==> src/rtl/core/jvm_numeric_conversion_unit_core_macros.svh <==
// assertion helpers for the conversion core
`ifndef JVM_NUMERIC_CONVERSION_UNIT_CORE_MACROS_SVH
`define JVM_NUMERIC_CONVERSION_UNIT_CORE_MACROS_SVH
`ifndef SYNTHESIS
`define JNC_ASSERT_IMPL(label, clk, rst, ante, cons) \
   label: assert property (@(posedge clk) disable iff (rst) (ante) |-> (cons)) \
      else $error("assertion failed");
`define JNC_ASSERT_NEXT(label, clk, rst, ante, cons) \
   label: assert property (@(posedge clk) disable iff (rst) (ante) |=> (cons)) \
      else $error("assertion failed");
`else
`define JNC_ASSERT_IMPL(label, clk, rst, ante, cons)
`define JNC_ASSERT_NEXT(label, clk, rst, ante, cons)
`endif
`endif

==> src/rtl/core/jnc_pkg.sv <==
package jnc_pkg;

   typedef enum logic [3:0] {
      OP_I2L = 4'd0,
      OP_I2F = 4'd1,
      OP_I2D = 4'd2,
      OP_L2I = 4'd3,
      OP_L2F = 4'd4,
      OP_L2D = 4'd5,
      OP_F2I = 4'd6,
      OP_F2L = 4'd7,
      OP_F2D = 4'd8,
      OP_D2I = 4'd9,
      OP_D2L = 4'd10,
      OP_D2F = 4'd11,
      OP_I2B = 4'd12,
      OP_I2C = 4'd13,
      OP_I2S = 4'd14
   } op_type;

   typedef enum logic [1:0] {
      KIND_DIRECT = 2'd0,
      KIND_TOFP   = 2'd1,
      KIND_NARROW = 2'd2,
      KIND_TOINT  = 2'd3
   } kind_type;

   typedef struct packed {
      kind_type    kind;
      logic        wide;
      logic        sign;
      logic [63:0] vec;
      logic [5:0]  rsh;
      logic [11:0] ebase;
   } stage_type;

   localparam logic [63:0] INT_MAX      = 64'h0000_0000_7FFF_FFFF;
   localparam logic [63:0] INT_MIN      = 64'h0000_0000_8000_0000;
   localparam logic [63:0] WIDE_INT_MAX = 64'h7FFF_FFFF_FFFF_FFFF;
   localparam logic [63:0] WIDE_INT_MIN = 64'h8000_0000_0000_0000;
   localparam logic [30:0] INFINITY     = 31'h7F80_0000;

   // exponent field base offsets, msb sits at bit 63 after normalising
   localparam logic [11:0] SGL_BASE = 12'd189;
   localparam logic [11:0] DBL_BASE = 12'd1085;

endpackage

==> src/rtl/core/jnc_if.sv <==
interface jnc_req_if;
   logic        valid;
   logic        ready;
   logic [3:0]  operation;
   logic [63:0] operand_bits;
   modport source (output valid, operation, operand_bits, input ready);
   modport sink (input valid, operation, operand_bits, output ready);
endinterface

interface jnc_rsp_if;
   logic        valid;
   logic        ready;
   logic [63:0] result_bits;
   logic        result_is_wide;
   modport source (output valid, result_bits, result_is_wide, input ready);
   modport sink (input valid, result_bits, result_is_wide, output ready);
endinterface

==> src/rtl/core/jvm_numeric_conversion_unit_core.sv <==
// JVM primitive conversion unit (i2l .. i2s, fifteen opcodes)
// req channel: valid/ready with operation and the raw operand_bits; an item
// moves when valid and ready are both high. 32-bit sources use the low half.
// rsp channel: valid/ready with result_bits and result_is_wide; narrow results
// sit in the low 32 bits with the upper half zero.
// four register stages: unpack and special cases, leading-zero count,
// alignment shift, then rounding and packing into the output register.
// an accepted item passes the s1, s2 and s3 registers into the output register,
// where rsp.valid rises; one item per cycle is taken and delivered while the
// receiver keeps ready high.
// the whole pipe advances together: while rsp.valid is high and rsp.ready is
// low, req.ready drops and every stage holds its item.
// reset (synchronous, active high) clears the stage valid bits only; the
// block is ready in the first cycle after reset.
// floating-point to integer results truncate and saturate, NaN gives zero;
// integer to floating-point and double to float round to nearest even.
`include "jvm_numeric_conversion_unit_core_macros.svh"
module jvm_numeric_conversion_unit_core
   import jnc_pkg::*;
(
   input logic      clock,
   input logic      reset,
   jnc_req_if.sink  req,
   jnc_rsp_if.source rsp
);

   logic      advance;
   logic      s1_valid_ff, s2_valid_ff, s3_valid_ff, s4_valid_ff;
   stage_type s1_ff, s2_ff, s3_ff, s1_in, s2_in, s3_in;
   logic [63:0] out_bits_ff, out_bits_in;
   logic        out_wide_ff;

   assign advance   = !s4_valid_ff || rsp.ready;
   assign req.ready = advance;

   // stage 1: unpack
   logic [31:0] lo, imag;
   logic [63:0] v, lmag;
   logic [7:0]  fex;
   logic [22:0] ffr;
   logic [10:0] dex, dd;
   logic [51:0] dfr;
   logic        fs, ds;

   always_comb begin
      v    = req.operand_bits;
      lo   = v[31:0];
      imag = lo[31] ? (32'd0 - lo) : lo;
      lmag = v[63] ? (64'd0 - v) : v;
      fs   = lo[31];
      fex  = lo[30:23];
      ffr  = lo[22:0];
      ds   = v[63];
      dex  = v[62:52];
      dfr  = v[51:0];
      dd   = 11'd897 - dex;
      s1_in       = '0;
      s1_in.kind  = KIND_DIRECT;
      case (op_type'(req.operation))
         OP_I2L: begin
            s1_in.vec  = {{32{lo[31]}}, lo};
            s1_in.wide = 1'b1;
         end
         OP_L2I: s1_in.vec = {32'd0, lo};
         OP_I2B: s1_in.vec = {32'd0, {24{v[7]}}, v[7:0]};
         OP_I2C: s1_in.vec = {48'd0, v[15:0]};
         OP_I2S: s1_in.vec = {32'd0, {16{v[15]}}, v[15:0]};
         OP_I2F, OP_I2D: begin
            s1_in.wide  = (req.operation == OP_I2D);
            s1_in.sign  = lo[31];
            s1_in.vec   = {32'd0, imag};
            s1_in.ebase = s1_in.wide ? DBL_BASE : SGL_BASE;
            if (imag != 32'd0) begin
               s1_in.kind = KIND_TOFP;
            end else begin
               s1_in.vec = '0;
            end
         end
         OP_L2F, OP_L2D: begin
            s1_in.wide  = (req.operation == OP_L2D);
            s1_in.sign  = v[63];
            s1_in.vec   = lmag;
            s1_in.ebase = s1_in.wide ? DBL_BASE : SGL_BASE;
            if (v != 64'd0) begin
               s1_in.kind = KIND_TOFP;
            end
         end
         OP_F2I, OP_F2L: begin
            s1_in.wide = (req.operation == OP_F2L);
            s1_in.sign = fs;
            if (fex == 8'd255 && ffr != 23'd0) begin
               s1_in.vec = '0;
            end else if (fex >= (s1_in.wide ? 8'd190 : 8'd158)) begin
               if (s1_in.wide) s1_in.vec = fs ? WIDE_INT_MIN : WIDE_INT_MAX;
               else            s1_in.vec = fs ? INT_MIN : INT_MAX;
            end else if (fex < 8'd127) begin
               s1_in.vec = '0;
            end else begin
               s1_in.kind = KIND_TOINT;
               s1_in.vec  = {1'b1, ffr, 40'd0};
               s1_in.rsh  = 6'(8'd190 - fex);
            end
         end
         OP_D2I, OP_D2L: begin
            s1_in.wide = (req.operation == OP_D2L);
            s1_in.sign = ds;
            if (dex == 11'h7FF && dfr != 52'd0) begin
               s1_in.vec = '0;
            end else if (dex >= (s1_in.wide ? 11'd1086 : 11'd1054)) begin
               if (s1_in.wide) s1_in.vec = ds ? WIDE_INT_MIN : WIDE_INT_MAX;
               else            s1_in.vec = ds ? INT_MIN : INT_MAX;
            end else if (dex < 11'd1023) begin
               s1_in.vec = '0;
            end else begin
               s1_in.kind = KIND_TOINT;
               s1_in.vec  = {1'b1, dfr, 11'd0};
               s1_in.rsh  = 6'(11'd1086 - dex);
            end
         end
         OP_F2D: begin
            s1_in.wide = 1'b1;
            s1_in.sign = fs;
            if (fex == 8'd255) begin
               s1_in.vec = {fs, 11'h7FF, 52'd0};
               if (ffr != 23'd0) begin
                  s1_in.vec[51:29] = ffr;
                  s1_in.vec[51]    = 1'b1;
               end
            end else if (fex == 8'd0 && ffr == 23'd0) begin
               s1_in.vec = {fs, 63'd0};
            end else begin
               s1_in.kind  = KIND_TOFP;
               s1_in.vec   = {40'd0, (fex != 8'd0), ffr};
               s1_in.ebase = (fex == 8'd0) ? 12'd936 : (12'(fex) + 12'd935);
            end
         end
         OP_D2F: begin
            s1_in.sign = ds;
            if (dex == 11'h7FF) begin
               s1_in.vec = {32'd0, ds, INFINITY};
               if (dfr != 52'd0) begin
                  s1_in.vec[22:0] = dfr[51:29];
                  s1_in.vec[22]   = 1'b1;
               end
            end else if (dex == 11'd0) begin
               s1_in.vec = {32'd0, ds, 31'd0};
            end else if (dex > 11'd1150) begin
               s1_in.vec = {32'd0, ds, INFINITY};
            end else begin
               s1_in.kind = KIND_NARROW;
               s1_in.vec  = {1'b1, dfr, 11'd0};
               if (dex >= 11'd897) begin
                  s1_in.ebase = 12'(dex - 11'd897);
               end else begin
                  s1_in.rsh = (dd > 11'd63) ? 6'd63 : dd[5:0];
               end
            end
         end
         default: s1_in.vec = '0;
      endcase
   end

   // stage 2: leading-zero count for the normalising shift
   logic [5:0] lz;
   always_comb begin
      lz = '0;
      for (int i = 0; i < 64; i++) begin
         if (s1_ff.vec[i]) lz = 6'(63 - i);
      end
      s2_in = s1_ff;
      if (s1_ff.kind == KIND_TOFP) begin
         s2_in.rsh   = lz;
         s2_in.ebase = s1_ff.ebase - 12'(lz);
      end
   end

   // stage 3: alignment shift, lost bits jammed into bit 0 for d2f
   logic [63:0] lost_mask;
   always_comb begin
      lost_mask = ~(64'hFFFF_FFFF_FFFF_FFFF << s2_ff.rsh);
      s3_in = s2_ff;
      case (s2_ff.kind)
         KIND_TOFP:   s3_in.vec = s2_ff.vec << s2_ff.rsh;
         KIND_NARROW: s3_in.vec = (s2_ff.vec >> s2_ff.rsh)
                                  | {63'd0, |(s2_ff.vec & lost_mask)};
         KIND_TOINT:  s3_in.vec = s2_ff.vec >> s2_ff.rsh;
         default:     s3_in.vec = s2_ff.vec;
      endcase
   end

   // stage 4: round to nearest even and pack, or negate
   logic [24:0] ks;
   logic [53:0] kd;
   logic [31:0] sum32;
   logic [63:0] sum64, raw;
   always_comb begin
      ks    = {1'b0, s3_ff.vec[63:40]}
              + 25'(s3_ff.vec[39] & ((|s3_ff.vec[38:0]) | s3_ff.vec[40]));
      kd    = {1'b0, s3_ff.vec[63:11]}
              + 54'(s3_ff.vec[10] & ((|s3_ff.vec[9:0]) | s3_ff.vec[11]));
      // a rounding carry out of the mantissa bumps the exponent by itself
      sum32 = (32'(s3_ff.ebase) << 23) + 32'(ks);
      sum64 = (64'(s3_ff.ebase) << 52) + 64'(kd);
      case (s3_ff.kind)
         KIND_TOFP, KIND_NARROW: begin
            if (s3_ff.wide) raw = {s3_ff.sign, sum64[62:0]};
            else            raw = {32'd0, s3_ff.sign, sum32[30:0]};
         end
         KIND_TOINT: raw = s3_ff.sign ? (64'd0 - s3_ff.vec) : s3_ff.vec;
         default:    raw = s3_ff.vec;
      endcase
      out_bits_in = s3_ff.wide ? raw : {32'd0, raw[31:0]};
   end

   always_ff @(posedge clock) begin
      if (reset) begin
         s1_valid_ff <= 1'b0;
         s2_valid_ff <= 1'b0;
         s3_valid_ff <= 1'b0;
         s4_valid_ff <= 1'b0;
      end else if (advance) begin
         s1_valid_ff <= req.valid;
         s2_valid_ff <= s1_valid_ff;
         s3_valid_ff <= s2_valid_ff;
         s4_valid_ff <= s3_valid_ff;
      end
   end

   always_ff @(posedge clock) begin
      if (advance) begin
         s1_ff       <= s1_in;
         s2_ff       <= s2_in;
         s3_ff       <= s3_in;
         out_bits_ff <= out_bits_in;
         out_wide_ff <= s3_ff.wide;
      end
   end

   assign rsp.valid          = s4_valid_ff;
   assign rsp.result_bits    = out_bits_ff;
   assign rsp.result_is_wide = out_wide_ff;

   `JNC_ASSERT_IMPL(a_narrow_upper_zero, clock, reset,
      rsp.valid && !rsp.result_is_wide, rsp.result_bits[63:32] == 32'd0)
   `JNC_ASSERT_NEXT(a_stage_moves, clock, reset,
      s2_valid_ff && advance, s3_valid_ff)
   `JNC_ASSERT_NEXT(a_stall_holds, clock, reset,
      !advance, $stable(s3_ff) && $stable(s1_valid_ff))

endmodule

==> src/flat_wrapper.sv <==
// flat-port wrapper written by rule: the top's interface ports become plain ports
module jvm_numeric_conversion_unit_core_flat import jnc_pkg::*;
  (clock, reset, req_valid, req_operation, req_operand_bits, req_ready, rsp_valid, rsp_result_bits, rsp_result_is_wide, rsp_ready);
  jnc_req_if req_i ();
  jnc_rsp_if rsp_i ();
  input logic clock;
  input logic reset;
  input wire logic [$bits(req_i.valid)-1:0] req_valid;
  input wire logic [$bits(req_i.operation)-1:0] req_operation;
  input wire logic [$bits(req_i.operand_bits)-1:0] req_operand_bits;
  output wire logic [$bits(req_i.ready)-1:0] req_ready;
  output wire logic [$bits(rsp_i.valid)-1:0] rsp_valid;
  output wire logic [$bits(rsp_i.result_bits)-1:0] rsp_result_bits;
  output wire logic [$bits(rsp_i.result_is_wide)-1:0] rsp_result_is_wide;
  input wire logic [$bits(rsp_i.ready)-1:0] rsp_ready;
  assign req_i.valid = req_valid;
  assign req_i.operation = req_operation;
  assign req_i.operand_bits = req_operand_bits;
  assign req_ready = req_i.ready;
  assign rsp_valid = rsp_i.valid;
  assign rsp_result_bits = rsp_i.result_bits;
  assign rsp_result_is_wide = rsp_i.result_is_wide;
  assign rsp_i.ready = rsp_ready;
  jvm_numeric_conversion_unit_core u_core (.clock(clock), .reset(reset), .req(req_i), .rsp(rsp_i));
endmodule
==> config.mk <==
export PLATFORM = sky130hd
export DESIGN_NAME = jvm_numeric_conversion_unit_core_flat
export DESIGN_NICKNAME = d
export VERILOG_FILES = /design/src/rtl/core/jnc_pkg.sv /design/src/rtl/core/jnc_if.sv /design/src/rtl/core/jvm_numeric_conversion_unit_core.sv /design/src/flat_wrapper.sv
export VERILOG_INCLUDE_DIRS = /design/src /design/src/rtl/core
export SDC_FILE = /design/constraint.sdc
export NUM_CORES = 2
export LEC_CHECK = 0
export BUFFER_PORTS_ARGS = -buffer_cell sky130_fd_sc_hd__buf_4
export CAP_MARGIN = 20
export CELL_PAD_IN_SITES_DETAIL_PLACEMENT = 1
export CELL_PAD_IN_SITES_GLOBAL_PLACEMENT = 2
export CORE_MARGIN = 10
export CORE_UTILIZATION = 40
export DETAILED_ROUTE_END_ITERATION = 8
export PLACE_DENSITY_LB_ADDON = 0.1
export SLEW_MARGIN = 20
export SYNTH_ARGS = -nofsm -noshare
export SYNTH_HDL_FRONTEND = slang
export SYNTH_SLANG_ARGS = --single-unit
==> constraint.sdc <==
create_clock -name clock -period 9.1 [get_ports clock]
set_input_delay 0.91 -clock clock [delete_from_list [all_inputs] [get_ports clock]]
set_output_delay 0.91 -clock clock [all_outputs]
set_load 0.05 [all_outputs]
Yosys cells after proc, flatten, opt, wreduce, memory -nomap -nowiden:

Index checks and enable logic that the tools add are counted.

* output and inout bits: 67
* memories: 0
* bits in read-only memories: 0
* logic and storage cells: 231
* register bits: 319
* RAM bits: 0
* latch bits: 0

* bitwise operators: 7
* magnitude comparators: 7
* reduce and logical (&&, ||, !) cells: 25
* divide/modulo/power cells: 0
* $mul: 0
* mux-type cells: 129
* equal/unequal tests: 23
* add/sub/neg operators: 13
* shift operators: 3

Operator list (number)
* 64-bit two-way mux: 18
* 64-bit case mux with 11 select lines: 1
* 6-bit two-way mux: 74
* 64-bit case mux with 3 select lines: 1
* 32-bit two-way mux: 4
* 64-bit case mux with 2 select lines: 1
* 1-bit by 64-bit subtractor with 64-bit output (first input constant): 2
* 18-bit two-way mux: 4
* 64-bit AND: 1
* 64-bit NOT: 1
* 64-bit by 1-bit OR with 64-bit output: 1
* 64-bit nonzero test: 1
* 64-bit OR reduction: 1
* 64-bit by 6-bit left shift with 64-bit output: 1
* 64-bit by 6-bit left shift with 64-bit output (first input constant): 1
* 64-bit by 6-bit right shift with 64-bit output: 1
* 63-bit by 54-bit adder with 63-bit output: 1
* 53-bit by 54-bit adder with 54-bit output: 1
* 1-bit by 54-bit AND with 54-bit output: 1
* 52-bit nonzero test: 1
* 12-bit two-way mux: 4
* 12-bit case mux with 4 select lines: 1
* 23-bit two-way mux: 2
* 39-bit OR reduction: 1
* 45 further kinds: 82

Depth between registers and ports, before layout:

* depth after elaboration: 66
* gate-level depth with buffers: 19
* mapped depth without buffers: 19

Least setup slack after synthesis:

No wires, ideal clock.

* path kind: input-to-output
* start point: input rsp_ready
* end point: output req_ready
* buffers on the path: 1
* setup slack: 756 ps
* required time: 8190 ps
* arrival time: 7434 ps
* stages on the path: 3
* path through: nor2b_1 clkbuf_1 inv_1

* cells in the longest elaborated chain, start to end: 1

RTL lines
* from (decl): RTL line flat_wrapper.sv:15 `input wire logic [$bits(rsp_i.ready)-1:0] rsp_ready;`
* 1-bit logical OR: RTL line jvm_numeric_conversion_unit_core.sv:33 `assign advance = !s4_valid_ff || rsp.ready;`
* to (decl): RTL line flat_wrapper.sv:11 `output wire logic [$bits(req_i.ready)-1:0] req_ready;`

Every way passes these cells.

==> impl_metrics.tcl <==
set metrics [dict create \
    synth_top_family_by_area "compound AO/OA/AOI/OAI gates" \
    vias_per_cell 7.02 \
    yosysWarnings 0 \
    ff_latch_area_um2 9510 \
    design.core.area_um2 74700 \
    synth_compound_area_frac 0.217 \
    dr_iter_0_viols 3578 \
    numCtsBuffers 38 \
    num-nets-final 3547 \
    post_synth_inst_count 3556 \
    synth_enable_flop_cells 314 \
    grt_setup_unrepaired "false" \
    max_clock_skew_ps 30.9 \
    detailroute.via_count 31089 \
    commonest_non_fill_non_tap_cell_in_the_layout "nor2_1" \
    critical_path_arrival_ps 5950 \
    clk_transition_reported_paths_ps 60 \
    synth_adder_area_share 0.0169 \
    final.fill_count 8653 \
    timing.slew.headroom 0.229 \
    buffer_ports.inserted 138 \
    power_leakage_nw 11.9 \
    global_route.usage.total 0.336 \
    fmax_ghz 0.174 \
    irDropWorstVdd_mv 0.143 \
    wirelength_um 150000 \
    worstSetupPathType "in -> reg" \
    placement_rows 100 \
    floorplan.initialDensity 0.404 \
    hpwl_um 110000 \
    yosys-mux-area-fraction 0.146 \
    share_of_the_synthesized_netlist_area_taken_by_xor_and_xnor_gates 0.0510 \
    root_buffer "clkbuf_16" \
    average_wire_per_standard_cell_um 34.0 \
    cts.sink_count 318 \
    first_pass_grt_wire_length_um 219000 \
    chipWidth_um 295 \
    report.final.hold_viol_count 0 \
    multi_input_gate_area_um2 19100 \
    setup_tns_ps 0 \
    final_cell_mix "nor2_1 (471), edfxtp_1 (314), nand2_1 (303)" \
    worstHoldPathType "reg -> reg" \
    drc 0 \
    synthesized_area_fraction_occupied_by_and_or_nand_nor_cells 0.198 \
    setup_viol 0 \
    fin_area_um2 32800 \
    synthesis.area_um2 30200 \
    detail-route-antenna-nets 0 \
    kind_of_end_point_of_the_critical_path "register" \
    first_global_vias 31348 \
    pin_count 139 \
    cts.htree.levels 2 \
    final_layout_size_suffix_gt1_frac 0.133 \
    yosys_most_used_dff "edfxtp_1" \
    final.period_utilization 0.631 \
    cp-start-kind "input port" \
    synth_async_sr_flop_share 0 \
    yosysUniqueCellTypes 86 \
    grt_overflow 0 \
    cts_setup_buffers 0 \
    run_status "finished, final reports clean" \
    cts_tree "yes" \
    replace_congestion 1.03 \
    synthesized_flop_and_latch_total 318 \
    cts_repair_resize_count 0 \
    chipHeight_um 295 \
    number_of_max_cap_violations 0 \
    synth.yosys.seq_area_share 0.315 \
    final_power_mw 7.02 \
    clk_latency_ps 580 \
    crit_required_ps 9310 \
    maxSlewViolCount 0 \
    syn-num-nets 3667 \
    cts.hold.buffers_added 0 \
    die_area_um2 86900 \
    antenna_found_initial 7 \
    period_needed_ps 5740 \
    powerDensity_nw_per_um2 214 \
    1st_pass_router_iterations 6 \
    area_after_detailed_placement_um2 31600 \
    critical_path_peak_fanout 19 \
    area_growth_pct 8.53 \
    tightest_slew_ps 1130 \
    synthesis.area_per_instance_um2 8.49 \
    ctsLongestPathBuffers 3 \
    largest_net_degree_at_the_start_of_global_routing 157 \
]
-- cell usage after synthesis (all sizes together) (44+ instances only) --
master / count / share of area
a21oi: 275 / 0.046
nor3: 130 / 0.022
o22ai: 63 / 0.013
edfxtp: 314 / 0.31
buf: 84 / 0.012
nand4: 47 / 0.0097
o21ai: 270 / 0.045
mux2i: 111 / 0.037
mux4: 125 / 0.093
xnor2: 102 / 0.030
clkbuf: 269 / 0.033
mux2: 44 / 0.016
inv: 80 / 0.0099
nand3: 77 / 0.013
nand2: 303 / 0.038
xor2: 74 / 0.021
nor2: 474 / 0.059
-- where the power goes --
part           switching [mW]  internal [mW]
Sequential              0.541           1.94
Combinational            2.01           1.07
Clock                   0.633          0.830
-- metal layers --
metal  part of all wire  vias to the layer above  track usage
met5            0.00037                        -            0
met4              0.075                        8        0.220
met3              0.082                      482       0.0581
met2               0.47                     1761        0.553
met1               0.37                    15643        0.401
li1                   -                    13195            -
-- through the flow --
| stage | setup slack, ps | std cells | utilization | hold slack, ps |
|---|---|---|---|---|
| after detailed placement | 2930 | 4365 | 0.423 | 406 |
| final | 3360 | 4429 | 0.439 | 418 |
| after floorplan | 756 | 3556 | - | 400 |
| after CTS | 3530 | 4427 | 0.439 | 419 |
| after global routing | 3290 | 4427 | 0.439 | 429 |
| after global placement | 2990 | 4365 | 0.423 | 401 |
-- critical path, cell delays in order --
cell	delay, ps
buf_4	160
inv_1	110
ha_1	290
nor3b_1	240
buf_4	210
nand4_1	370
nor3_1	940
nor3_2	70
buf_4	250
a2111oi_0	1020
o221ai_1	300
a221oi_1	680
o21ai_0	380
-- state kept, by name (all words and copies together), names as in the netlist, 64 cells and up --
signal                  cells
u_core.rsp.result_bits     64
u_core.s3_ff               79
u_core.s2_ff               85
u_core.s1_ff               85
-- kinds of logic (layout without fill, tap and decap cells) --
kind of cell	after synthesis	count (layout)
multiplexers	280	280
adder cells (fa/ha/maj)	39	39
AND/OR/NAND/NOR	1281	1281
buffers and inverters	437	339
other	0	2
XOR/XNOR	176	176
flip-flops	318	318
AO/OA/AOI/OAI	1025	1025
-- path summary, 6_finish.rpt --
check | startpoint | depth (start not counted) | endpoint | slack (ps)
worst max register to register | u_core.s3_ff[28] | 17 | u_core.rsp.result_bits[62] | 4120
worst min-delay path | u_core.s2_ff[7] | 0 | u_core.s3_ff[7] | 420
worst max-delay path | req_operand_bits[1] | 13 | u_core.s1_ff[49] | 3360
worst min register to register | u_core.s2_ff[7] | 0 | u_core.s3_ff[7] | 420
-- cell type report --
class | instances | area share
clock buffer | 42 | 0.0295
inverter | 84 | 0.00996
tap | 969 | 0.0370
antenna | 2 | 0.000153
timing repair buffer | 193 | 0.0454
sequential | 318 | 0.290
multi-input combinational | 2801 | 0.582
clock inverter | 20 | 0.00622
(Power assumes the default switching activity.)
